File: config.mk
export PLATFORM = sky130hd
export DESIGN_NAME = cpu_alu_shift_flags_top
export DESIGN_NICKNAME = d
export VERILOG_FILES = /design/src/rtl/casf_pkg.sv /design/src/rtl/casf_dp.sv /design/src/rtl/cpu_alu_shift_flags_top.sv
export SDC_FILE = /design/constraint.sdc
export NUM_CORES = 1
export LEC_CHECK = 0
export BUFFER_PORTS_ARGS = -buffer_cell sky130_fd_sc_hd__buf_2
export CAP_MARGIN = 20
export CORE_UTILIZATION = 55
export DETAILED_ROUTE_END_ITERATION = 16
export GPL_TIMING_DRIVEN = 0
export PLACE_DENSITY = 0.78
export REMOVE_ABC_BUFFERS = 1
export SETUP_SLACK_MARGIN = 0.2
export SLEW_MARGIN = 40
export SYNTH_ARGS = -nofsm -noshare
export SYNTH_HDL_FRONTEND = slang
export SYNTH_SLANG_ARGS = --single-unit
File: constraint.sdc
create_clock -name clk -period 3.7 [get_ports clk]
set_clock_uncertainty 0.1 [all_clocks]
set_input_delay 0.74 -clock clk [delete_from_list [all_inputs] [get_ports clk]]
set_output_delay 0.74 -clock clk [all_outputs]
set_load 0.02 [all_outputs]
File: src/rtl/casf_pkg.sv
// shared types, opcodes, microcode program and size helpers for the alu with condition codes
// no dependencies; imported by casf_dp, cpu_alu_shift_flags_top, alu_flag_checker and the testbench
package casf_pkg;

    localparam int DATA_W = 32;
    localparam int CNT_W  = 6;
    localparam int STEP_W = 3;

    typedef enum logic [3:0] {
        OP_ADD  = 4'd0,
        OP_ADDX = 4'd1,
        OP_SUB  = 4'd2,
        OP_SUBX = 4'd3,
        OP_CMP  = 4'd4,
        OP_AND  = 4'd5,
        OP_OR   = 4'd6,
        OP_EOR  = 4'd7,
        OP_ASL  = 4'd8,
        OP_ASR  = 4'd9,
        OP_LSL  = 4'd10,
        OP_LSR  = 4'd11,
        OP_ROL  = 4'd12,
        OP_ROR  = 4'd13,
        OP_ROXL = 4'd14,
        OP_ROXR = 4'd15
    } alu_op_t;

    localparam logic [1:0] SIZE_BYTE = 2'd0;
    localparam logic [1:0] SIZE_WORD = 2'd1;

    // micro-operations executed by the datapath
    typedef enum logic [2:0] {
        UOP_NOP,
        UOP_LOAD,
        UOP_INIT,
        UOP_SHIFT,
        UOP_ALU,
        UOP_RETIRE
    } uop_t;

    // jump conditions evaluated by the sequencer
    typedef enum logic [2:0] {
        COND_ALWAYS,
        COND_NO_START,
        COND_NOT_SHIFT,
        COND_CNT_GT1,
        COND_OUT_BUSY
    } cond_t;

    typedef logic [STEP_W-1:0] step_t;

    localparam step_t STEP_LOAD   = 3'd0;
    localparam step_t STEP_INIT   = 3'd1;
    localparam step_t STEP_SHIFT  = 3'd2;
    localparam step_t STEP_HOLD   = 3'd3;
    localparam step_t STEP_RETIRE = 3'd4;
    localparam step_t STEP_ALU    = 3'd5;

    typedef struct packed {
        uop_t  uop;
        cond_t cond;
        step_t target;
    } ucode_t;

    // datapath status seen by the sequencer
    typedef struct packed {
        logic is_shift;
        logic cnt_gt1;
    } dp_status_t;

    // control store: jump to target when cond holds, else fall through
    function automatic ucode_t ucode_rom(input step_t addr);
        ucode_t w;
        unique case (addr)
            STEP_LOAD:   w = '{UOP_LOAD,   COND_NO_START,  STEP_LOAD};
            STEP_INIT:   w = '{UOP_INIT,   COND_NOT_SHIFT, STEP_ALU};
            STEP_SHIFT:  w = '{UOP_SHIFT,  COND_CNT_GT1,   STEP_SHIFT};
            STEP_HOLD:   w = '{UOP_NOP,    COND_OUT_BUSY,  STEP_HOLD};
            STEP_RETIRE: w = '{UOP_RETIRE, COND_ALWAYS,    STEP_LOAD};
            STEP_ALU:    w = '{UOP_ALU,    COND_ALWAYS,    STEP_HOLD};
            default:     w = '{UOP_NOP,    COND_ALWAYS,    STEP_LOAD};
        endcase
        return w;
    endfunction

    function automatic logic [DATA_W-1:0] size_mask(input logic [1:0] size);
        logic [DATA_W-1:0] m;
        if (size == SIZE_BYTE) m = 32'h0000_00FF;
        else if (size == SIZE_WORD) m = 32'h0000_FFFF;
        else m = 32'hFFFF_FFFF;
        return m;
    endfunction

    function automatic logic top_bit(input logic [DATA_W-1:0] val, input logic [1:0] size);
        logic b;
        if (size == SIZE_BYTE) b = val[7];
        else if (size == SIZE_WORD) b = val[15];
        else b = val[31];
        return b;
    endfunction

endpackage

File: src/rtl/casf_dp.sv
// datapath: operand registers, adder/subtractor, logic unit, one-place shifter, flag state
// depends on casf_pkg; driven one micro-operation per cycle by the sequencer in the top level
module casf_dp (
    input  logic                              clk,
    input  logic                              rst_n,
    input  casf_pkg::uop_t                    uop,
    input  logic [3:0]                        action,
    input  logic [1:0]                        size,
    input  logic [casf_pkg::DATA_W-1:0]       source,
    input  logic [casf_pkg::DATA_W-1:0]       target,
    input  logic [casf_pkg::CNT_W-1:0]        shift_count,
    output casf_pkg::dp_status_t              status,
    output logic [casf_pkg::DATA_W-1:0]       value,
    output logic                              carry,
    output logic                              overflow,
    output logic                              zero,
    output logic                              negative,
    output logic                              extend_flag
);
    import casf_pkg::*;

    alu_op_t           op_reg;
    logic [1:0]        size_reg;
    logic [DATA_W-1:0] src_reg, src_next;
    logic [DATA_W-1:0] r_reg, r_next;
    logic [CNT_W-1:0]  cnt_reg, cnt_next;
    logic              c_reg, c_next;
    logic              v_reg, v_next;
    logic              xn_reg, xn_next;
    logic              ext_reg, ext_next;
    logic              zst_reg, zst_next;

    logic [DATA_W-1:0] value_reg;
    logic              carry_reg, overflow_reg, zero_reg, negative_reg, ext_out_reg;

    logic [DATA_W-1:0] mask, msb;
    logic              is_sub, cin;
    logic [DATA_W:0]   sum, dif, wide;
    logic [DATA_W-1:0] ovf_vec;
    logic              alu_c, alu_v;
    logic [DATA_W-1:0] alu_r;
    logic              tb, left, sh_in, sh_c;
    logic [DATA_W-1:0] sh_r;
    logic              res_z;

    assign mask   = size_mask(size_reg);
    assign msb    = mask ^ (mask >> 1);
    assign is_sub = (op_reg == OP_SUB) || (op_reg == OP_SUBX) || (op_reg == OP_CMP);
    assign cin    = ((op_reg == OP_ADDX) || (op_reg == OP_SUBX)) ? ext_reg : 1'b0;

    // add / subtract with extend, carry taken at the sized top
    assign sum  = {1'b0, r_reg} + {1'b0, src_reg} + {{DATA_W{1'b0}}, cin};
    assign dif  = {1'b0, r_reg} - {1'b0, src_reg} - {{DATA_W{1'b0}}, cin};
    assign wide = is_sub ? dif : sum;

    always_comb
    begin
        if (is_sub) ovf_vec = (r_reg ^ src_reg) & (r_reg ^ wide[DATA_W-1:0]);
        else        ovf_vec = ~(r_reg ^ src_reg) & (r_reg ^ wide[DATA_W-1:0]);

        if (size_reg == SIZE_BYTE) alu_c = wide[8];
        else if (size_reg == SIZE_WORD) alu_c = wide[16];
        else alu_c = wide[DATA_W];

        alu_v = top_bit(ovf_vec, size_reg);

        unique case (op_reg)
            OP_AND:  alu_r = r_reg & src_reg;
            OP_OR:   alu_r = r_reg | src_reg;
            OP_EOR:  alu_r = r_reg ^ src_reg;
            default: alu_r = wide[DATA_W-1:0] & mask;
        endcase
    end

    // one place of shift or rotate
    always_comb
    begin
        tb   = top_bit(r_reg, size_reg);
        left = (op_reg == OP_ASL) || (op_reg == OP_LSL) || (op_reg == OP_ROL)
            || (op_reg == OP_ROXL);
        unique case (op_reg)
            OP_ROL, OP_ASR:   sh_in = tb;
            OP_ROR:           sh_in = r_reg[0];
            OP_ROXL, OP_ROXR: sh_in = c_reg;
            default:          sh_in = 1'b0;
        endcase
        if (left)
        begin
            sh_r = ((r_reg << 1) | {{(DATA_W-1){1'b0}}, sh_in}) & mask;
            sh_c = tb;
        end
        else
        begin
            sh_r = (r_reg >> 1) | (sh_in ? msb : '0);
            sh_c = r_reg[0];
        end
    end

    // extend forms keep the old zero flag on a zero result
    assign res_z = (r_reg != '0) ? 1'b0
                 : (((op_reg == OP_ADDX) || (op_reg == OP_SUBX)) ? zst_reg : 1'b1);

    always_comb
    begin
        src_next = src_reg;
        r_next   = r_reg;
        cnt_next = cnt_reg;
        c_next   = c_reg;
        v_next   = v_reg;
        xn_next  = xn_reg;
        ext_next = ext_reg;
        zst_next = zst_reg;
        unique case (uop)
            UOP_INIT:
            begin
                src_next = src_reg & mask;
                r_next   = r_reg & mask;
                c_next   = ((op_reg == OP_ROXL) || (op_reg == OP_ROXR)) ? ext_reg : 1'b0;
                v_next   = 1'b0;
                xn_next  = ext_reg;
            end
            UOP_SHIFT:
            begin
                if (cnt_reg != '0)
                begin
                    r_next   = sh_r;
                    c_next   = sh_c;
                    cnt_next = cnt_reg - 1'b1;
                    if (op_reg == OP_ASL)
                        v_next = v_reg | (tb ^ top_bit(sh_r, size_reg));
                    if ((op_reg != OP_ROL) && (op_reg != OP_ROR))
                        xn_next = sh_c;
                end
            end
            UOP_ALU:
            begin
                r_next = alu_r;
                if ((op_reg == OP_AND) || (op_reg == OP_OR) || (op_reg == OP_EOR))
                begin
                    c_next = 1'b0;
                    v_next = 1'b0;
                end
                else
                begin
                    c_next = alu_c;
                    v_next = alu_v;
                    if (op_reg != OP_CMP) xn_next = alu_c;
                end
            end
            UOP_RETIRE:
            begin
                ext_next = xn_reg;
                zst_next = res_z;
            end
            default:
            begin
            end
        endcase
    end

    // operand and work registers
    always_ff @(posedge clk)
    begin
        if (uop == UOP_LOAD)
        begin
            op_reg   <= alu_op_t'(action);
            size_reg <= size;
            src_reg  <= source;
            r_reg    <= target;
            cnt_reg  <= shift_count;
        end
        else
        begin
            src_reg <= src_next;
            r_reg   <= r_next;
            cnt_reg <= cnt_next;
        end
        c_reg  <= c_next;
        v_reg  <= v_next;
        xn_reg <= xn_next;
        if (uop == UOP_RETIRE)
        begin
            value_reg    <= r_reg;
            carry_reg    <= c_reg;
            overflow_reg <= v_reg;
            zero_reg     <= res_z;
            negative_reg <= top_bit(r_reg, size_reg);
            ext_out_reg  <= xn_reg;
        end
    end

    // kept condition codes
    always_ff @(posedge clk or negedge rst_n)
    begin
        if (!rst_n)
        begin
            ext_reg <= 1'b0;
            zst_reg <= 1'b0;
        end
        else
        begin
            ext_reg <= ext_next;
            zst_reg <= zst_next;
        end
    end

    assign status.is_shift = (op_reg == OP_ASL) || (op_reg == OP_ASR) || (op_reg == OP_LSL)
                          || (op_reg == OP_LSR) || (op_reg == OP_ROL) || (op_reg == OP_ROR)
                          || (op_reg == OP_ROXL) || (op_reg == OP_ROXR);
    assign status.cnt_gt1  = (cnt_reg > CNT_W'(1));

    assign value       = value_reg;
    assign carry       = carry_reg;
    assign overflow    = overflow_reg;
    assign zero        = zero_reg;
    assign negative    = negative_reg;
    assign extend_flag = ext_out_reg;

endmodule

File: src/rtl/cpu_alu_shift_flags_top.sv
// top level: microcode sequencer, result handshake and the alu datapath
// depends on casf_pkg and casf_dp
// processor alu with byte, word and long operands that keeps the x and z flags between
// transactions. one input transaction is taken when in_valid and in_ready are high; in_ready
// is high while the sequencer sits at its load step. control is a six-step microprogram held in
// a read-only control store: each step issues one micro-operation to the datapath and may jump
// on a condition. add, addx, sub, subx, cmp, and, or and eor run the load, init, alu, hold and
// retire steps; shifts and rotates run load, init, the shift step once per place (at least
// once), hold, retire; one place is shifted per cycle. the result register holds a finished
// transaction while the next one is accepted and worked on; the sequencer waits at its hold
// step only if that register is still full when the next result is ready. x and z reset to 0.
module cpu_alu_shift_flags_top (
    input  logic                           clk,
    input  logic                           rst_n,
    input  logic                           in_valid,
    output logic                           in_ready,
    input  logic [3:0]                     action,
    input  logic [1:0]                     size,
    input  logic [casf_pkg::DATA_W-1:0]    source,
    input  logic [casf_pkg::DATA_W-1:0]    target,
    input  logic [casf_pkg::CNT_W-1:0]     shift_count,
    output logic                           out_valid,
    input  logic                           out_ready,
    output logic [casf_pkg::DATA_W-1:0]    value,
    output logic                           carry,
    output logic                           overflow,
    output logic                           zero,
    output logic                           negative,
    output logic                           extend_flag
);
    import casf_pkg::*;

    step_t      step_reg, step_next;
    logic       out_valid_reg, out_valid_next;
    ucode_t     uword;
    logic       taken;
    uop_t       uop;
    dp_status_t status;

    // current control word
    assign uword = ucode_rom(step_reg);

    // jump condition of the current step
    always_comb
    begin
        unique case (uword.cond)
            COND_ALWAYS:    taken = 1'b1;
            COND_NO_START:  taken = !in_valid;
            COND_NOT_SHIFT: taken = !status.is_shift;
            COND_CNT_GT1:   taken = status.cnt_gt1;
            COND_OUT_BUSY:  taken = out_valid_reg && !out_ready;
            default:        taken = 1'b1;
        endcase
        step_next = taken ? uword.target : step_reg + 1'b1;

        // the load step only captures operands on an accepted transaction
        if ((uword.uop == UOP_LOAD) && !in_valid) uop = UOP_NOP;
        else uop = uword.uop;

        // result register fills on retire, empties when taken
        if (uop == UOP_RETIRE) out_valid_next = 1'b1;
        else if (out_ready) out_valid_next = 1'b0;
        else out_valid_next = out_valid_reg;
    end

    always_ff @(posedge clk or negedge rst_n)
    begin
        if (!rst_n)
        begin
            step_reg      <= STEP_LOAD;
            out_valid_reg <= 1'b0;
        end
        else
        begin
            step_reg      <= step_next;
            out_valid_reg <= out_valid_next;
        end
    end

    assign in_ready  = (step_reg == STEP_LOAD);
    assign out_valid = out_valid_reg;

    casf_dp u_dp (
        .clk         (clk),
        .rst_n       (rst_n),
        .uop         (uop),
        .action      (action),
        .size        (size),
        .source      (source),
        .target      (target),
        .shift_count (shift_count),
        .status      (status),
        .value       (value),
        .carry       (carry),
        .overflow    (overflow),
        .zero        (zero),
        .negative    (negative),
        .extend_flag (extend_flag)
    );

endmodule

=== Word level (Yosys, flattened, before mapping) ===
Cells that the tools add are included.

* Bits in registers: 122
* Word-level logic and storage cells: 170

* $add $sub $neg: 6
* Magnitude comparators: 1
* Equal/unequal tests: 40
* Multiplexer cells: 50
* Bitwise logic cells: 16
* Reductions and logical operators: 39

{| class="wikitable"
|+ Operators with widths
! cell !! count
|-
| 32-bit two-way mux || 9
|-
| 32-bit bitwise AND || 7
|-
| 32-bit case mux with 3 select lines || 2
|-
| 32-bit bitwise XOR || 2
|-
| 9-bit case mux with 6 select lines || 1
|-
| 32-bit by 32-bit adder with 33-bit output || 1
|-
| 33-bit by 1-bit adder with 33-bit output || 1
|-
| 33-bit two-way mux || 1
|-
| 32-bit by 32-bit subtractor with 33-bit output || 1
|-
| 33-bit by 1-bit subtractor with 33-bit output || 1
|-
| 4-bit equality test, second input constant || 8
|-
| 32-bit NOT || 1
|-
| 31-bit by 32-bit bitwise OR with 32-bit output || 1
|-
| 32-bit by 1-bit bitwise OR with 32-bit output || 1
|-
| 32-bit bitwise OR || 1
|-
| 32-bit nonzero test || 1
|-
| 32-bit by 31-bit bitwise XOR with 32-bit output || 1
|-
| 1-bit two-way mux || 27
|-
| 3-bit by 2-bit equality test with 1-bit output, second input constant || 6
|-
| 6-bit two-way mux || 3
|-
| 4-bit by 3-bit equality test with 1-bit output, second input constant || 4
|-
| 1-bit logical OR || 16
|-
| 3-bit equality test, second input constant || 5
|-
| 3-bit by 1-bit equality test with 1-bit output, second input constant || 4
|-
| 28 further kinds || 47
|}

=== Logic depth before layout (Yosys ltp) ===
* Word-level depth: 17
* Gate-level depth with buffers: 16
* Depth with buffers taken out: 15

=== Hierarchy ===
Synthesis repeated with hierarchy kept, for this count alone.

* Cell total of the unflattened synthesis: 1511
* Area total of the unflattened synthesis: 12390.6 um^2

{| class="wikitable"
|+ By module, submodules not included
! module !! times used !! cells an instance !! area each (um^2) !! seq. area each (um^2)
|-
| casf_dp || 1 || 1471 || 12020.3 || 3533.4
|-
| cpu_alu_shift_flags_top || 1 || 40 || 370.4 || 100.1
|}

=== Worst setup path after synthesis ===
No wires, ideal clock.

* Path kind: register to register
* From: register u_dp.op_reg[0]
* To: register u_dp.r_reg[29], data pin
* Library setup time: 0.276 ns
* Arrival time: 3.630 ns
* Path slack: -0.306 ns
* Cell stages (with the launch flop): 17
* Buffers on the path: 2
* Clock period less this slack: 4.006 ns
* Cell sequence: edfxtp_1 clkbuf_1 clkbuf_1 nand3_1 inv_1 fa_1 inv_1 ha_1 o21ai_0 a32o_2 or4_4 a21oi_1 o311ai_0 a31o_2 xnor2_1 a221oi_1 o221ai_1

* Word-level cells in the longest chain between the ends: 9
* Elaborated cells between the ends (all ways): 35
* Classes of those cells: 2 x add/sub; 14 x eq/ne; 9 x mux; 2 x bitwise; 8 x reduce/logical

{| class="wikitable"
|+ Ends and longest elaborated chain
! what !! line !! source
|-
| start: declaration || casf_dp.sv:22 || <nowiki>alu_op_t op_reg;</nowiki>
|-
| start signal: assignment || casf_dp.sv:166 || <nowiki>op_reg <= alu_op_t'(action);</nowiki>
|-
| 4-bit by 1-bit equality test with 1-bit output, or another cell as far along || casf_dp.sv:49 || <nowiki>assign cin = ((op_reg == OP_ADDX) || (op_reg == OP_SUBX)) ? ext_reg : 1'b0;</nowiki>
|-
| 1-bit logical OR or 2-bit OR reduction (tied branches) || casf_dp.sv:49, casf_dp.sv:81 ||
|-
| 1-bit two-way mux or 1-bit case mux with 3 select lines (tied branches) || casf_dp.sv:49, casf_dp.sv:81 ||
|-
| 33-bit by 1-bit adder with 33-bit output, or another cell as far along || casf_dp.sv:52 || <nowiki>assign sum = {1'b0, r_reg} + {1'b0, src_reg} + {{DATA_W{1'b0}}, cin};</nowiki>
|-
| 33-bit two-way mux or 31-bit by 32-bit bitwise OR with 32-bit output (tied branches) || casf_dp.sv:54, casf_dp.sv:94 ||
|-
| 32-bit bitwise AND or 32-bit two-way mux (tied branches) || casf_dp.sv:71, casf_dp.sv:87 ||
|-
| 32-bit case mux with 3 select lines or 32-bit two-way mux (tied branches) || casf_dp.sv:67, casf_dp.sv:124 ||
|-
| 32-bit case mux with 3 select lines * || casf_dp.sv:113 || <nowiki>unique case (uop)</nowiki>
|-
| 32-bit two-way mux * || casf_dp.sv:164 || <nowiki>if (uop == UOP_LOAD)</nowiki>
|-
| end signal: assignment || casf_dp.sv:169 || <nowiki>r_reg <= target;</nowiki>
|-
| end signal: assignment || casf_dp.sv:175 || <nowiki>r_reg <= r_next;</nowiki>
|-
| end: declaration || casf_dp.sv:25 || <nowiki>logic [DATA_W-1:0] r_reg, r_next;</nowiki>
|}

Mark *: on every way between the ends. The rest lies on a longest branch, timed or not. The select of a mux whose other input is x is not followed.
A chain may end at the register's enable or synchronous reset.

=== Final worst setup path ===
* From: register u_dp.op_reg[3]
* To: register u_dp.r_reg[29], data pin

The elaborated chain is that of the path after synthesis.

==> reports/metrics.yaml <==
timing:
  holdWs_ps: 21.5
  drv_slew: 0
  fin_crit_sh_pct: 107
  fmax_ghz: 0.252
  worst_slack_ps: -266
  max_slew_margin_pct: 42.3
  worst_pin_slew_ps: 857
  rsz0062_at_grt: "yes"
  setup_viol: 12
  fin_crit_ps: 3970
  finalSetupTns_ps: -1750
  timing.final.hold_violations: 0
clock_network:
  cts_tree: "yes"
  cts_sinks: 122
  clk_latency_ps: 430
  cts_buffer_depth: 2
  cts_buffers: 17
  clkTransAtPathRegs_ps: 60
  hold_buffers: 0
  cts_htree_levels: 4
  cts-root-buf: "clkbuf_16"
logic_synthesis:
  synth_top_family_by_area: "compound AO/OA/AOI/OAI gates"
  synth_adder_area_share_pct: 14.6
  synth_xor_area_share_pct: 4.71
  yosys_warnings: 0
  async_flop_share_pct: 4.92
  syn_area_per_cell_sq_um: 8.14
  ys_types: 82
  synth-edff-count: 116
  netlist_top_cells_area: "edfxtp_1 (29%), ha_1 (14%), a21oi_1 (5.8%), nand2_1 (5.2%), o21ai_0 (4.4%)"
  yosys-mux-area-fraction_pct: 0.872
  syn-cell-area_sq_um: 11900
  yosys.area_share.simple_pct: 16.4
  seq_area_frac_synth_pct: 30.5
  synthFlopType: "edfxtp_1"
  synth_most_common_cell: "nand2_1"
  ys_top_cells_by_count: "nand2_1 (166), a21oi_1 (138), ha_1 (133), inv_1 (118), edfxtp_1 (116)"
  synthCells: 1464
  synth_top_area_cell: "edfxtp_1"
  synth_compound_area_share_pct: 25.8
  synth.top_cell.area_share_pct: 29.2
  ys_ff_latch: 122
finish:
  synthToLayoutAreaGrowth_pct: 17.9
  nets: 1769
  antenna_cells: 0
  final_layout_size_suffix_gt1_share_pct: 19.5
  fillers: 1758
grt:
  grt_pass1_wl_mm: 59.5
  grt.overflow.total: 0
  grt_use_total_pct: 34.6
  grt_pass1_vias: 11188
  grt_start_max_net_pins: 101
  antenna_found_initial: 0
detailed_routing:
  drt-initial-drc-count: 1398
  first_pass_iters: 6
  vias: 12066
  vias_per_cell: 6.56
  wl_per_cell_um: 20.9
  drt-total-wl_mm: 38.5
  ant_nets: 0
  route.detailed.drc: 0
flow_run:
  max-cap-violations: 0
critical_path:
  rr_startpoint: "u_dp.op_reg[3]"
  path_buf_inv: 2
  crit_start: "u_dp.op_reg[3]"
  critPathMaxStageDelay_ps: 580
  crit_path_frequent_cell: "inv_2"
  cp_max_fo: 3
  cp.arrival_ps: 4030
  crit_chain: "nor2_2, nand3_2, inv_2, fa_2, inv_2, ha_4, o21ai_2, a32o_2, or4_4, a21oi_4, o311ai_2, a31o_2, xnor2_2, a221oi_2, o221ai_1"
  startpoint_type: "flip-flop"
  worst_path_dominant_cell_family: "compound AO/OA/AOI/OAI gates"
  crit_slowest_cell: "or4_4"
  cp.required_ps: 3760
  crit_type: "reg -> reg"
  end_kind: "flip-flop"
status:
  failed_checks: "negative setup slack"
  status: "complete, but fails checks"
floorplanning:
  coreArea_sq_um: 21200
  chipWidth_um: 149
  std_cell_rows: 53
  pin_count: 119
  dieArea_sq_um: 22300
  start_util_pct: 56.3
  die_h_um: 149
placement:
  place_congestion: 0.946
  port_buffers: 118
  hpwl_mm: 26.4
  pre_cts_slack_ps: -1060
worst_hold_path:
  min_path_type: "in -> async"
layout by cell type (no fill, tap or decap), types with 10 or more instances in the layout:
cell type / Yosys / final
and2_1: 11 / 11
xnor2_1: 34 / 32
a31oi_1: 15 / 12
a211oi_1: 17 / 12
and3_1: 11 / 10
o211ai_1: 11 / 11
nand4_1: 19 / 19
buf_4: 1 / 30
xor2_1: 30 / 27
nand2_1: 166 / 161
a221oi_1: 22 / 17
a21oi_1: 138 / 131
nor3_1: 22 / 17
buf_2: 6 / 121
nor2_1: 115 / 110
inv_1: 118 / 112
edfxtp_1: 116 / 116
clkbuf_16: 0 / 17
nand3_1: 41 / 38
o31ai_1: 31 / 27
o21a_1: 11 / 11
o22ai_1: 27 / 27
o21ai_0: 104 / 93
ha_1: 133 / 126
a21o_1: 34 / 33
through the flow:
stage | instances | utilization, % | area [sq um]
floorplan | 1366 | - | 11500
global placement | 1759 | 58.9 | 12500
detailed placement | 1778 | 60.6 | 12800
CTS | 1827 | 65.3 | 13800
global route | 1839 | 66.4 | 14000
finish | 1839 | 66.4 | 14000
final timing paths:
kind | endpoint | slack (ps) | cells after the start
min in group clk | u_dp.op_reg[1] | 380 | 1
max in group asynchronous | step_reg[2] | 3330 | 1
setup reg to reg | u_dp.r_reg[29] | -270 | 15
hold reg to reg | u_dp.extend_flag | 400 | 0
hold / removal | out_valid | 20 | 1
setup / recovery | u_dp.r_reg[29] | -270 | 15
layer usage:
metal  GRT usage [%]  wire, um
met3            6.39      4010
met1            46.0     15700
met2            54.4     17200
met4            16.0      1610
met5               0         0
repair_timing:
item	CTS	global route
gates resized for setup	59	34
hold endpoints to repair	0	0
setup buffers	18	12
endpoints found under the setup margin	29	26
pin swaps	30	28
area by class of cell:
class / instances / area (sq um) / share of cell area (%)
Sequential cell: 122 / 3630 / 25.9
Multi-Input combinational cell: 1124 / 7930 / 56.5
Inverter: 120 / 464 / 3.31
Tap cell: 275 / 344 / 2.45
Timing Repair Buffer: 167 / 1090 / 7.78
Clock buffer: 17 / 425 / 3.03
Clock inverter: 14 / 149 / 1.06
cell families after synthesis:
logic type | Yosys count
buf+inv | 218
flops | 122
fa+ha+maj | 137
simple gates | 433
mux | 9
xor+xnor | 64
compound gates | 481
Power is not shown: default switching activity piles up to over one toggle a cycle in this logic, so the estimate is an artifact.
